==> src/design/record_sort_by_average_desc_macros.svh <==
// ----------------------------------------------------------------------------
// record_sort_by_average_desc_macros
// assertion helpers shared by the record sort modules
// ----------------------------------------------------------------------------
`ifndef RECORD_SORT_BY_AVERAGE_DESC_MACROS_SVH
`define RECORD_SORT_BY_AVERAGE_DESC_MACROS_SVH

// property checked on every clock edge outside reset
`define RSAD_ASSERT(lbl, prop, msg) \
  lbl: assert property (@(posedge clk) disable iff (!rst_n) prop) else $error(msg);

// condition that must never be seen outside reset
`define RSAD_NEVER(lbl, cond, msg) \
  lbl: assert property (@(posedge clk) disable iff (!rst_n) !(cond)) else $error(msg);

`endif

==> src/design/rsad_pkg.sv <==
// ----------------------------------------------------------------------------
// rsad_pkg
// shared types and constants of the record sort block
// ----------------------------------------------------------------------------
package rsad_pkg;

  localparam int MAX_RECORDS_DFLT = 32;
  localparam int SCORE_W          = 10;
  localparam int TAG_W            = 16;
  localparam int KEY_W            = 11;
  localparam int REC_W            = KEY_W + TAG_W;

  typedef struct packed {
    logic [SCORE_W-1:0] score_a;
    logic [SCORE_W-1:0] score_b;
    logic [TAG_W-1:0]   record_tag;
    logic               set_last;
  } rec_in_t;

  typedef struct packed {
    logic [TAG_W-1:0] out_tag;
    logic [KEY_W-1:0] average_twice;
    logic             is_best;
    logic             out_last;
    logic             overflowed;
  } rec_out_t;

  // commands from the sequencer to the datapath
  typedef struct packed {
    logic store;      // accept one input beat into the store
    logic cur_load;   // pivot register takes the read data
    logic step;       // compare pivot with read data, swap if smaller
    logic wb;         // write pivot back to its slot
    logic best_cur;   // best register takes the pivot
    logic best_rd;    // best register takes the read data
    logic out_best;   // load output register with the best entry
    logic out_rd;     // load output register with the read data
    logic item_last;  // the loaded sorted entry is the final one
    logic clear;      // set finished, drop count and overflow flag
  } rsad_cmd_t;

endpackage

==> src/design/rsad_chan_if.sv <==
// ----------------------------------------------------------------------------
// rsad_chan_if
// valid/ready channel carrying one payload beat
// ----------------------------------------------------------------------------
interface rsad_chan_if #(
  parameter type payload_t = logic
);
  logic     valid;
  logic     ready;
  payload_t payload;

  modport source (output valid, output payload, input ready);
  modport sink (input valid, input payload, output ready);
endinterface

==> src/design/rsad_ram.sv <==
// ----------------------------------------------------------------------------
// rsad_ram
// simple dual port ram, one write port, one registered read port
// ----------------------------------------------------------------------------
module rsad_ram #(
  parameter int WIDTH = 8,
  parameter int DEPTH = 32
) (
  input  logic                     clk,
  input  logic                     we,
  input  logic [$clog2(DEPTH)-1:0] waddr,
  input  logic [WIDTH-1:0]         wdata,
  input  logic [$clog2(DEPTH)-1:0] raddr,
  output logic [WIDTH-1:0]         rdata
);

  logic [WIDTH-1:0] mem_r [DEPTH];
  logic [WIDTH-1:0] rdata_r;

  always_ff @(posedge clk) begin
    if (we) begin
      mem_r[waddr] <= wdata;
    end
    rdata_r <= mem_r[raddr];
  end

  assign rdata = rdata_r;

endmodule

==> src/design/rsad_ctrl.sv <==
// ----------------------------------------------------------------------------
// rsad_ctrl
// sequencer: load, exchange sort passes, report of best and sorted list
// ----------------------------------------------------------------------------
module rsad_ctrl
  import rsad_pkg::*;
#(
  parameter int MAX_RECORDS = MAX_RECORDS_DFLT,
  localparam int AW    = $clog2(MAX_RECORDS),
  localparam int CNT_W = $clog2(MAX_RECORDS + 1)
) (
  input  logic             clk,
  input  logic             rst_n,
  input  logic             in_valid,
  input  logic             in_set_last,
  output logic             in_ready,
  input  logic             out_free,
  input  logic [CNT_W-1:0] count,
  output rsad_cmd_t        cmd,
  output logic [AW-1:0]    raddr,
  output logic [AW-1:0]    waddr
);

  localparam logic [2:0] ST_LOAD    = 3'd0;
  localparam logic [2:0] ST_RD_I    = 3'd1;
  localparam logic [2:0] ST_LD_I    = 3'd2;
  localparam logic [2:0] ST_CMP     = 3'd3;
  localparam logic [2:0] ST_WB      = 3'd4;
  localparam logic [2:0] ST_EM_BEST = 3'd5;
  localparam logic [2:0] ST_EM_LD   = 3'd6;

  logic [2:0]    state_r, state_nxt;
  logic [AW-1:0] i_r, i_nxt;
  logic [AW-1:0] j_r, j_nxt;
  logic [AW-1:0] k_r, k_nxt;

  logic [CNT_W-1:0] n_m1;
  logic [CNT_W-1:0] i_p1;
  logic [CNT_W-1:0] j_p1;
  logic [CNT_W-1:0] k_p1;

  assign n_m1 = count - CNT_W'(1);
  assign i_p1 = CNT_W'(i_r) + CNT_W'(1);
  assign j_p1 = CNT_W'(j_r) + CNT_W'(1);
  assign k_p1 = CNT_W'(k_r) + CNT_W'(1);

  always_comb begin
    state_nxt = state_r;
    i_nxt     = i_r;
    j_nxt     = j_r;
    k_nxt     = k_r;
    cmd       = '0;
    raddr     = '0;
    waddr     = '0;
    in_ready  = 1'b0;
    case (state_r)
      ST_LOAD: begin
        in_ready = 1'b1;
        if (in_valid) begin
          cmd.store = 1'b1;
          if (in_set_last) begin
            i_nxt     = '0;
            state_nxt = ST_RD_I;
          end
        end
      end
      ST_RD_I: begin
        raddr     = i_r;
        state_nxt = ST_LD_I;
      end
      ST_LD_I: begin
        cmd.cur_load = 1'b1;
        if (i_p1 == count) begin
          // single entry set, no sort needed
          cmd.best_rd = 1'b1;
          k_nxt       = '0;
          state_nxt   = ST_EM_BEST;
        end else begin
          raddr     = AW'(i_p1);
          j_nxt     = AW'(i_p1);
          state_nxt = ST_CMP;
        end
      end
      ST_CMP: begin
        cmd.step = 1'b1;
        waddr    = j_r;
        if (CNT_W'(j_r) == n_m1) begin
          state_nxt = ST_WB;
        end else begin
          raddr = AW'(j_p1);
          j_nxt = AW'(j_p1);
        end
      end
      ST_WB: begin
        cmd.wb       = 1'b1;
        cmd.best_cur = (i_r == '0);
        waddr        = i_r;
        if (i_p1 == n_m1) begin
          k_nxt     = '0;
          state_nxt = ST_EM_BEST;
        end else begin
          raddr     = AW'(i_p1);
          i_nxt     = AW'(i_p1);
          state_nxt = ST_LD_I;
        end
      end
      ST_EM_BEST: begin
        raddr = '0;
        if (out_free) begin
          cmd.out_best = 1'b1;
          state_nxt    = ST_EM_LD;
        end
      end
      ST_EM_LD: begin
        raddr = k_r;
        if (out_free) begin
          cmd.out_rd    = 1'b1;
          cmd.item_last = (CNT_W'(k_r) == n_m1);
          if (CNT_W'(k_r) == n_m1) begin
            cmd.clear = 1'b1;
            state_nxt = ST_LOAD;
          end else begin
            raddr = AW'(k_p1);
            k_nxt = AW'(k_p1);
          end
        end
      end
      default: begin
        state_nxt = ST_LOAD;
      end
    endcase
  end

  always_ff @(posedge clk) begin
    if (!rst_n) begin
      state_r <= ST_LOAD;
      i_r     <= '0;
      j_r     <= '0;
      k_r     <= '0;
    end else begin
      state_r <= state_nxt;
      i_r     <= i_nxt;
      j_r     <= j_nxt;
      k_r     <= k_nxt;
    end
  end

`include "record_sort_by_average_desc_macros.svh"

  `RSAD_ASSERT(a_j_range, state_r == ST_CMP |-> CNT_W'(j_r) < count && i_r < j_r, "bad sort index")
  `RSAD_ASSERT(a_hold_off, in_valid && in_ready && in_set_last |=> !in_ready, "input during sort")

endmodule

==> src/design/rsad_dp.sv <==
// ----------------------------------------------------------------------------
// rsad_dp
// record store, pivot and best registers, key compare, output register
// ----------------------------------------------------------------------------
module rsad_dp
  import rsad_pkg::*;
#(
  parameter int MAX_RECORDS = MAX_RECORDS_DFLT,
  localparam int AW    = $clog2(MAX_RECORDS),
  localparam int CNT_W = $clog2(MAX_RECORDS + 1)
) (
  input  logic             clk,
  input  logic             rst_n,
  input  rsad_cmd_t        cmd,
  input  logic [AW-1:0]    raddr,
  input  logic [AW-1:0]    waddr,
  input  rec_in_t          in_data,
  output logic [CNT_W-1:0] count,
  output logic             out_free,
  input  logic             out_ready,
  output logic             out_valid,
  output rec_out_t         out_data
);

  logic [CNT_W-1:0] count_r, count_nxt;
  logic             ovf_r, ovf_nxt;
  logic [REC_W-1:0] cur_r;
  logic [REC_W-1:0] best_r;
  logic             out_vld_r, out_vld_nxt;
  rec_out_t         out_data_r;

  logic             full;
  logic             swap;
  logic             ram_we;
  logic [AW-1:0]    ram_waddr;
  logic [REC_W-1:0] ram_wdata;
  logic [REC_W-1:0] rdata;
  logic [KEY_W-1:0] new_key;

  assign full    = (count_r >= CNT_W'(MAX_RECORDS));
  assign new_key = KEY_W'(in_data.score_a) + KEY_W'(in_data.score_b);
  assign swap    = (cur_r[REC_W-1:TAG_W] < rdata[REC_W-1:TAG_W]);

  always_comb begin
    ram_we    = (cmd.store && !full) || (cmd.step && swap) || cmd.wb;
    ram_waddr = cmd.store ? count_r[AW-1:0] : waddr;
    ram_wdata = cmd.store ? {new_key, in_data.record_tag} : cur_r;
  end

  rsad_ram #(
    .WIDTH (REC_W),
    .DEPTH (MAX_RECORDS)
  ) u_store (
    .clk   (clk),
    .we    (ram_we),
    .waddr (ram_waddr),
    .wdata (ram_wdata),
    .raddr (raddr),
    .rdata (rdata)
  );

  always_comb begin
    count_nxt = count_r;
    ovf_nxt   = ovf_r;
    if (cmd.clear) begin
      count_nxt = '0;
      ovf_nxt   = 1'b0;
    end else if (cmd.store) begin
      if (full) begin
        ovf_nxt = 1'b1;
      end else begin
        count_nxt = count_r + CNT_W'(1);
      end
    end
  end

  assign out_free = !out_vld_r || out_ready;

  always_comb begin
    out_vld_nxt = out_vld_r;
    if (cmd.out_best || cmd.out_rd) begin
      out_vld_nxt = 1'b1;
    end else if (out_ready) begin
      out_vld_nxt = 1'b0;
    end
  end

  always_ff @(posedge clk) begin
    if (!rst_n) begin
      count_r   <= '0;
      ovf_r     <= 1'b0;
      out_vld_r <= 1'b0;
    end else begin
      count_r   <= count_nxt;
      ovf_r     <= ovf_nxt;
      out_vld_r <= out_vld_nxt;
    end
  end

  always_ff @(posedge clk) begin
    if (cmd.cur_load || (cmd.step && swap)) begin
      cur_r <= rdata;
    end
    if (cmd.best_rd) begin
      best_r <= rdata;
    end else if (cmd.best_cur) begin
      best_r <= cur_r;
    end
    if (cmd.out_best) begin
      out_data_r.out_tag       <= best_r[TAG_W-1:0];
      out_data_r.average_twice <= best_r[REC_W-1:TAG_W];
      out_data_r.is_best       <= 1'b1;
      out_data_r.out_last      <= 1'b0;
      out_data_r.overflowed    <= ovf_r;
    end else if (cmd.out_rd) begin
      out_data_r.out_tag       <= rdata[TAG_W-1:0];
      out_data_r.average_twice <= rdata[REC_W-1:TAG_W];
      out_data_r.is_best       <= 1'b0;
      out_data_r.out_last      <= cmd.item_last;
      out_data_r.overflowed    <= ovf_r;
    end
  end

  assign count     = count_r;
  assign out_valid = out_vld_r;
  assign out_data  = out_data_r;

`include "record_sort_by_average_desc_macros.svh"

  `RSAD_NEVER(a_cnt_cap, count_r > CNT_W'(MAX_RECORDS), "record count above capacity")
  `RSAD_NEVER(a_no_overwrite, (cmd.out_best || cmd.out_rd) && out_vld_r && !out_ready, "beat lost")

endmodule

==> src/design/record_sort_by_average_desc.sv <==
// ----------------------------------------------------------------------------
// record_sort_by_average_desc
// collects a set of scored records, reports the best one and then the whole
// set sorted by descending score sum
// ----------------------------------------------------------------------------
// usage
//   in_ch: one beat per record (two scores, tag, set_last); ready is high only
//   while the block is collecting, one beat per cycle
//   out_ch: after the beat with set_last the block emits 1 + n beats, the
//   earliest highest-sum record marked is_best, then all n stored records in
//   descending order of score sum, the final one marked out_last
// capacity
//   MAX_RECORDS entries; further records of the set are dropped and every
//   reported beat of that set carries overflowed
// sort
//   the sort runs on one store port pair, one compare per cycle, n*(n-1)/2
//   compares in all; each pass ends by writing its pivot back to its slot
// reset and back pressure
//   synchronous active-low reset empties the set and the output register;
//   a stalled receiver freezes the report, the held beat stays on out_ch
// ----------------------------------------------------------------------------
module record_sort_by_average_desc
  import rsad_pkg::*;
#(
  parameter int MAX_RECORDS = MAX_RECORDS_DFLT
) (
  input logic  clk,
  input logic  rst_n,
  rsad_chan_if.sink   in_ch,
  rsad_chan_if.source out_ch
);

  localparam int AW    = $clog2(MAX_RECORDS);
  localparam int CNT_W = $clog2(MAX_RECORDS + 1);

  // sequencer to datapath
  rsad_cmd_t        cmd;
  logic [AW-1:0]    raddr;
  logic [AW-1:0]    waddr;
  // datapath to sequencer
  logic [CNT_W-1:0] count;
  logic             out_free;

  rec_in_t          in_data;
  rec_out_t         out_data;

  assign in_data        = in_ch.payload;
  assign out_ch.payload = out_data;

  rsad_ctrl #(
    .MAX_RECORDS (MAX_RECORDS)
  ) u_ctrl (
    .clk         (clk),
    .rst_n       (rst_n),
    .in_valid    (in_ch.valid),
    .in_set_last (in_data.set_last),
    .in_ready    (in_ch.ready),
    .out_free    (out_free),
    .count       (count),
    .cmd         (cmd),
    .raddr       (raddr),
    .waddr       (waddr)
  );

  rsad_dp #(
    .MAX_RECORDS (MAX_RECORDS)
  ) u_dp (
    .clk       (clk),
    .rst_n     (rst_n),
    .cmd       (cmd),
    .raddr     (raddr),
    .waddr     (waddr),
    .in_data   (in_data),
    .count     (count),
    .out_free  (out_free),
    .out_ready (out_ch.ready),
    .out_valid (out_ch.valid),
    .out_data  (out_data)
  );

endmodule
==> src/flat_wrapper.sv <==
// flat-port wrapper written by rule: the top's interface ports become plain ports
module record_sort_by_average_desc_flat import rsad_pkg::*;
#(
  parameter int MAX_RECORDS = MAX_RECORDS_DFLT
)
  (clk, rst_n, in_ch_valid, in_ch_payload, in_ch_ready, out_ch_valid, out_ch_payload, out_ch_ready);
  rsad_chan_if in_ch_i ();
  rsad_chan_if out_ch_i ();
  input logic clk;
  input logic rst_n;
  input wire logic [$bits(in_ch_i.valid)-1:0] in_ch_valid;
  input wire logic [$bits(in_ch_i.payload)-1:0] in_ch_payload;
  output wire logic [$bits(in_ch_i.ready)-1:0] in_ch_ready;
  output wire logic [$bits(out_ch_i.valid)-1:0] out_ch_valid;
  output wire logic [$bits(out_ch_i.payload)-1:0] out_ch_payload;
  input wire logic [$bits(out_ch_i.ready)-1:0] out_ch_ready;
  assign in_ch_i.valid = in_ch_valid;
  assign in_ch_i.payload = in_ch_payload;
  assign in_ch_ready = in_ch_i.ready;
  assign out_ch_valid = out_ch_i.valid;
  assign out_ch_payload = out_ch_i.payload;
  assign out_ch_i.ready = out_ch_ready;
  record_sort_by_average_desc #(.MAX_RECORDS(MAX_RECORDS)) u_core (.clk(clk), .rst_n(rst_n), .in_ch(in_ch_i), .out_ch(out_ch_i));
endmodule
==> config.mk <==
export PLATFORM = sky130hd
export DESIGN_NAME = record_sort_by_average_desc_flat
export DESIGN_NICKNAME = d
export VERILOG_FILES = /design/src/design/rsad_pkg.sv /design/src/design/rsad_chan_if.sv /design/src/design/rsad_ram.sv /design/src/design/rsad_ctrl.sv /design/src/design/rsad_dp.sv /design/src/design/record_sort_by_average_desc.sv /design/src/flat_wrapper.sv
export VERILOG_INCLUDE_DIRS = /design/src /design/src/design
export SDC_FILE = /design/constraint.sdc
export NUM_CORES = 1
export LEC_CHECK = 0
export BUFFER_PORTS_ARGS = -buffer_cell sky130_fd_sc_hd__buf_2
export CORE_MARGIN = 10
export CORE_UTILIZATION = 50
export DETAILED_ROUTE_END_ITERATION = 6
export GPL_TIMING_DRIVEN = 0
export PLACE_DENSITY = 0.67
export SLEW_MARGIN = 20
export SYNTH_ARGS = -nofsm -noshare
export SYNTH_HDL_FRONTEND = slang
export SYNTH_SLANG_ARGS = --single-unit
==> constraint.sdc <==
create_clock -name clk -period 7.3 [get_ports clk]
set_input_delay 0.73 -clock clk [delete_from_list [all_inputs] [get_ports clk]]
set_output_delay 0.73 -clock clk [all_outputs]
set_load 0.005 [all_outputs]
Yosys cells after proc, flatten, opt, wreduce, memory -nomap -nowiden
Cells that the tools add are included.
Widths: inputs -> output; s select.

word-level totals
  register bits = 27
  latch bits = 0
  memory bits (writable) = 0
  ROM bits = 0
  input bits = 5
  output and inout bits = 3
  word-level logic and storage cells = 86
  memories kept = 0

cells by class
  $add $sub $neg = 5
  multiply operators = 0
  divide/modulo/power cells = 0
  order comparisons = 1
  eq/ne operators = 21
  shift-type cells = 0
  mux-type cells = 33
  bitwise logic cells = 2
  reduce and logical (&&, ||, !) cells = 16

operators by type and width
  cell                 count
  $mux 5               9
  $mux 3               10
  $pmux 3 s7           1
  $pmux 5 s2           2
  $ne 2x2->1 const B   9
  $pmux 5 s3           1
  $eq 5x6->1           2
  $eq 6x6->1           2
  $add 5x1->5 const B  2
  $mux 1               10
  $eq 3x3->1 const B   3
  $reduce_bool 2->1    4
  $add 5x1->6 const B  1
  $add 6x1->6 const B  1
  $eq 3x2->1 const B   2
  $ge 6x6->1 const B   1
  $reduce_and 3->1     2
  $reduce_and 6->1     1
  $sub 6x1->6 const B  1
  $ne 2x1->1 const B   2
  $reduce_and 2->1     2
  $reduce_and 4->1     1
  $eq 3x1->1 const B   1
  $logic_not 3->1      1
  other kinds (5)      7

Logic depth before layout (Yosys ltp)
  depth in word-level cells = 7
  mapped depth = 11
  depth with buffers taken out = 9

Cells and area by module
From an unflattened synthesis, not the netlist that was laid out.

second synthesis, totals
  cell total of the unflattened synthesis = 2554
  area total of the unflattened synthesis = 40923.0 µm²

modules (own cells, without submodules)
  module                       instances  cells an instance  area an instance (µm²)  sequential area each (µm²)
  rsad_ram                     1          1915               34222.8                 26485.4
  rsad_dp                      1          371                4583.1                  2662.6
  rsad_ctrl                    1          267                2113.3                  360.3
  record_sort_by_average_desc  1          1                  3.8                     0.0

Worst setup path before layout
OpenSTA, ideal clock, no wires.

  path type = register -> register
  from = register u_core.u_dp.count_r[0] (netlist: u_core.u_dp.count[0])
  to = register u_core.u_ctrl.k_r[2]
  setup time = 117 ps
  arrival time = 2192 ps
  data required time = 7183 ps
  path slack = 4991 ps
  stages on the path, launching flop included = 12
  buffers on the path = 2
  period minus slack after synthesis = 2309 ps
  path through = dfxtp_1 > buf_6 > inv_1 > ha_1 > buf_4 > nor3b_1 > xnor2_1 > xnor2_1 > o211ai_2 > or2_4 > o221a_4 > a32o_1

between the ends
  word-level cells in the longest chain between the ends = 5
  elaborated cells between the ends (all ways) = 10
  classes of those cells = 1 x add/sub; 5 x eq/ne; 3 x mux; 1 x reduce/logical

ends and longest elaborated chain
  what                       line              text
  start, declared            rsad_dp.sv:25     logic [CNT_W-1:0] count_r, count_nxt;
  start signal, assigned     rsad_dp.sv:94     count_r <= count_nxt;
  $sub 6x1->6 *              rsad_ctrl.sv:42   assign n_m1 = count - CNT_W'(1);
  net u_core.u_ctrl.n_m1[0]  rsad_ctrl.sv:37   logic [CNT_W-1:0] n_m1;
  $eq 5x6->1                 rsad_ctrl.sv:119  if (CNT_W'(k_r) == n_m1) begin
  $mux 5 (2 in series)       -
  $pmux 5 s3                 -
  end signal, assigned       rsad_ctrl.sv:144  k_r <= k_nxt;
  end, declared              rsad_ctrl.sv:35   logic [AW-1:0] k_r, k_nxt;

Mark *: on every way through the listed nets, which the timed path passes. The rest lies on a longest branch.
A chain may end at the register's enable or synchronous reset.

Worst setup path in the final report
  from = register u_core.u_dp.count_r[0] (netlist: u_core.u_dp.count[0])
  to = register u_core.u_dp.count_r[3] (netlist: u_core.u_dp.count[3])

between the ends
  word-level cells in the longest chain between the ends = 6
  elaborated cells between the ends (all ways) = 10
  classes of those cells = 2 x add/sub; 1 x order compare; 1 x eq/ne; 3 x mux; 1 x bitwise; 2 x reduce/logical

ends and longest elaborated chain
  what                       line              text
  $sub 6x1->6                rsad_ctrl.sv:42
  net u_core.u_ctrl.n_m1[0]  rsad_ctrl.sv:37
  $eq 5x6->1                 rsad_ctrl.sv:119
  $mux 1                     rsad_ctrl.sv:119
  $mux 3                     rsad_ctrl.sv:116  if (out_free) begin
  $mux 3                     rsad_ctrl.sv:56   case (state_r)
  $reduce_or 2->1 (no line)  -

The timed path passes the listed nets, and every way through them passes these cells.

==> results.ini <==
[outcome]
status = complete, no violations

[timing]
hold_violations = 0
finalClockSkew_ns = 0.00280
post-route-period-util_pct = 39.2
slew_headroom_pct = 33.6
max_freq_mhz = 350
setup_viol = 0
fin_crit_ns = 2.86
fin_ws_ns = 4.44
worstMarginPinSlew_ns = 0.987
rsz0062_at_grt = no
maxSlewViolCount = 0
setup_tns_ns = 0

[global_routing]
grt_pass1_vias = 1714
grtUsageMet3_pct = 2.61
grt_use_total_pct = 13.4
met2_usage_pct = 22.1
met1_usage_pct = 16.7
grt-ovfl-total = 0
grt_max_degree = 15
grt_pass1_wl_um = 8140
antenna_found_initial = 0
grt_busiest_layer = met2

[clock_tree]
clock-sinks = 27
post_cts_buffers = 0
cts_root_buf = clkbuf_8
ctsHoldBuffers = 0
cts_htree_levels = 1
clk_pin_slew_ns = 0.09
cts_buffer_depth = 2
clock_latency_ns = 0.28
cts_resized = 0
numCtsBuffers = 3
cts_tree = yes

[placement]
gp_congestion = 0.840
dp_hpwl_um = 3660
dp_slack_ns = 4.41
portBuffers = 7

[floorplanning]
coreArea_um2 = 4000
die_height_um = 84.3
dieArea_um2 = 7100
die_w_um = 84.3
initial_core_util_pct = 51.6
io_pins = 8
rows = 23

[routing]
wl_per_cell_um = 14.9
drc = 0
detail_route.first_pass.iterations = 4
postRouteAntennaNets = 0
vias_per_cell = 5.72
wl_um = 4790
first_iter_violations = 126
num_vias = 1836

[layout]
antenna_cells = 0
drive_above_1_share_pct = 14.8
multi_input_area_um2 = 1380
seq_area_um2 = 551
nets = 282
fillers = 392
syn_to_final_growth_pct = 6.91

[critical_path]
cp_top_family = compound AO/OA/AOI/OAI gates
max_stage_delay_ns = 0.88
crit_required_ns = 7.44
path_buf_inv = 2
cp.arrival_ns = 3.00
crit_path_start_kind = flip-flop
end_kind = flip-flop
path_max_fanout = 7
cp_slowest_cell = o31ai_1
cp_cell_sequence = buf_6, inv_1, ha_1, xor2_1, o211ai_1, a211oi_1, nand4_1, o31ai_1, nor2_1
path_class = reg2reg

[logic_synthesis]
synthCells = 260
ys_seq_area_share_pct = 26.7
synth_top_area_share_pct = 25.2
synth_area_leaders = dfxtp_1 (25%), xnor2_1 (5.9%), xor2_1 (5.9%)
yosys_warnings = 0
synth_nets = 270
synth_top_area_cell = dfxtp_1
synth-seq-cells = 27
synth_edf_count = 1
synthDistinctLibCells = 59
synthArstFlopShare_pct = 0
ys.flop_type = dfxtp_1
syn_area_per_cell_um2 = 7.94
synth.cell_area_um2 = 2060

[pwr]
leakagePower_nw = 0.825
p_per_area_nw_per_um2 = 237
ir_drop_mv = 0.0932

[job]
maxCapViolations = 0

[hold_path]
hold_class = reg2reg

Yosys cell counts (2+ instances only):
cell      instances
or4_1             2
clkbuf_1          7
a21oi_1          14
nand2_1          30
nor2_1           27
nor2b_1           2
a211oi_1          3
nand3b_1          2
nand2b_1         10
xnor2_2           2
nor3_2            2
nand3_2           2
or2_2             2
inv_1             9
a32o_1            3
o21ai_0           8
a211o_1           2
xnor2_1          14
a31oi_1           3
o31ai_1           2
ha_1              5
dfxtp_1          26
o21ai_1           2
buf_4             5
nor3_1            3
nor4_1            2
buf_6             2
xor2_1           14
o221ai_1          2
mux2i_1           4
nand3_1           9
nand4_1           7
or3_1             3
o22ai_1           3
buf_2             2
nand4b_1          2
where the power goes:
part	switching, mW	total (mW)	internal (mW)
clock	0.0500	0.0893	0.0393
sequential	0.0106	0.170	0.160
combinational	0.156	0.263	0.106
total	0.217	0.523	0.305
per-layer routing:
| metal | routed length [um] | share of wire, % |
|---|---|---|
| met1 | 2300 | 48 |
| met2 | 2190 | 46 |
| met3 | 243 | 5.1 |
| met4 | 63 | 1.3 |
| met5 | 0 | 0 |
metrics by stage:
| step | cells | total power [mW] | instance area [um2] | util, % | hold WS, ns |
|---|---|---|---|---|---|
| detailed placement | 317 | 0.436 | 2160 | 54.1 | 0.437 |
| finish | 321 | 0.523 | 2210 | 55.2 | 0.462 |
| global placement | 317 | 0.433 | 2160 | 54.1 | 0.419 |
| CTS | 321 | 0.527 | 2210 | 55.2 | 0.461 |
| global route | 321 | 0.566 | 2210 | 55.2 | 0.481 |
| floorplan | 260 | 0.383 | 2060 | - | 0.409 |
cell type report:
class	count	area share (%)
Multi-Input combinational cell	208	62.7
Sequential cell	27	24.9
Buffer	16	4.37
Tap cell	50	2.83
Clock buffer	4	2.04
Timing Repair Buffer	7	1.59
Inverter	9	1.53
cell families (layout without fill, tap and decap cells):
| logic type | after synthesis | count (layout) | share of synthesized area [%] |
|---|---|---|---|
| buffers and inverters | 25 | 36 | 6.30 |
| multiplexers | 5 | 5 | 2.48 |
| AND/OR/NAND/NOR | 112 | 112 | 28.2 |
| flip-flops | 27 | 27 | 26.7 |
| adder cells (fa/ha/maj) | 5 | 5 | 3.03 |
| AO/OA/AOI/OAI | 56 | 56 | 19.9 |
| XOR/XNOR | 30 | 30 | 13.5 |
placed cells by master, fill, tap and decap left out, drive strengths merged, types with 3 or more instances in the layout:
master  Yosys  routed
a211oi      3       3
a21oi      15      15
a31oi       3       3
a32o        3       3
buf         9      16
clkbuf      7      11
dfxtp      26      26
ha          5       5
inv         9       9
mux2i       4       4
nand2      31      31
nand2b     10      10
nand3      11      11
nand4       7       7
nor2       27      27
nor3        5       5
o21ai      11      11
o22ai       3       3
or2         3       3
or3         4       4
xnor2      16      16
xor2       14      14
flip-flops by register name, summed over array words and instances, names as in the netlist:
name / flops
u_core.u_dp.count: 6
u_core.u_dp.ovf_r: 1
u_core.u_dp.out_data: 1
u_core.u_ctrl.j_r: 5
u_core.u_ctrl.i_r: 5
u_core.u_ctrl.state_r: 3
u_core.u_dp.out_valid: 1
u_core.u_ctrl.k_r: 5
path summary, 6_finish.rpt:
| path | from | to | slack, ns | cells after the start |
|---|---|---|---|---|
| max | u_core.u_dp.count[0]$_SDFFE_PP0P_ | u_core.u_dp.count[3]$_SDFFE_PP0P_ | 4.44 | 9 |
| max reg2reg | u_core.u_dp.count[0]$_SDFFE_PP0P_ | u_core.u_dp.count[3]$_SDFFE_PP0P_ | 4.44 | 9 |
| min | u_core.u_dp.ovf_r$_SDFFE_PP0P_ | u_core.u_dp.out_data[0]$_DFFE_PP_ | 0.46 | 0 |
| min reg2reg | u_core.u_dp.ovf_r$_SDFFE_PP0P_ | u_core.u_dp.out_data[0]$_DFFE_PP_ | 0.46 | 0 |
(Power assumes the default switching activity.)
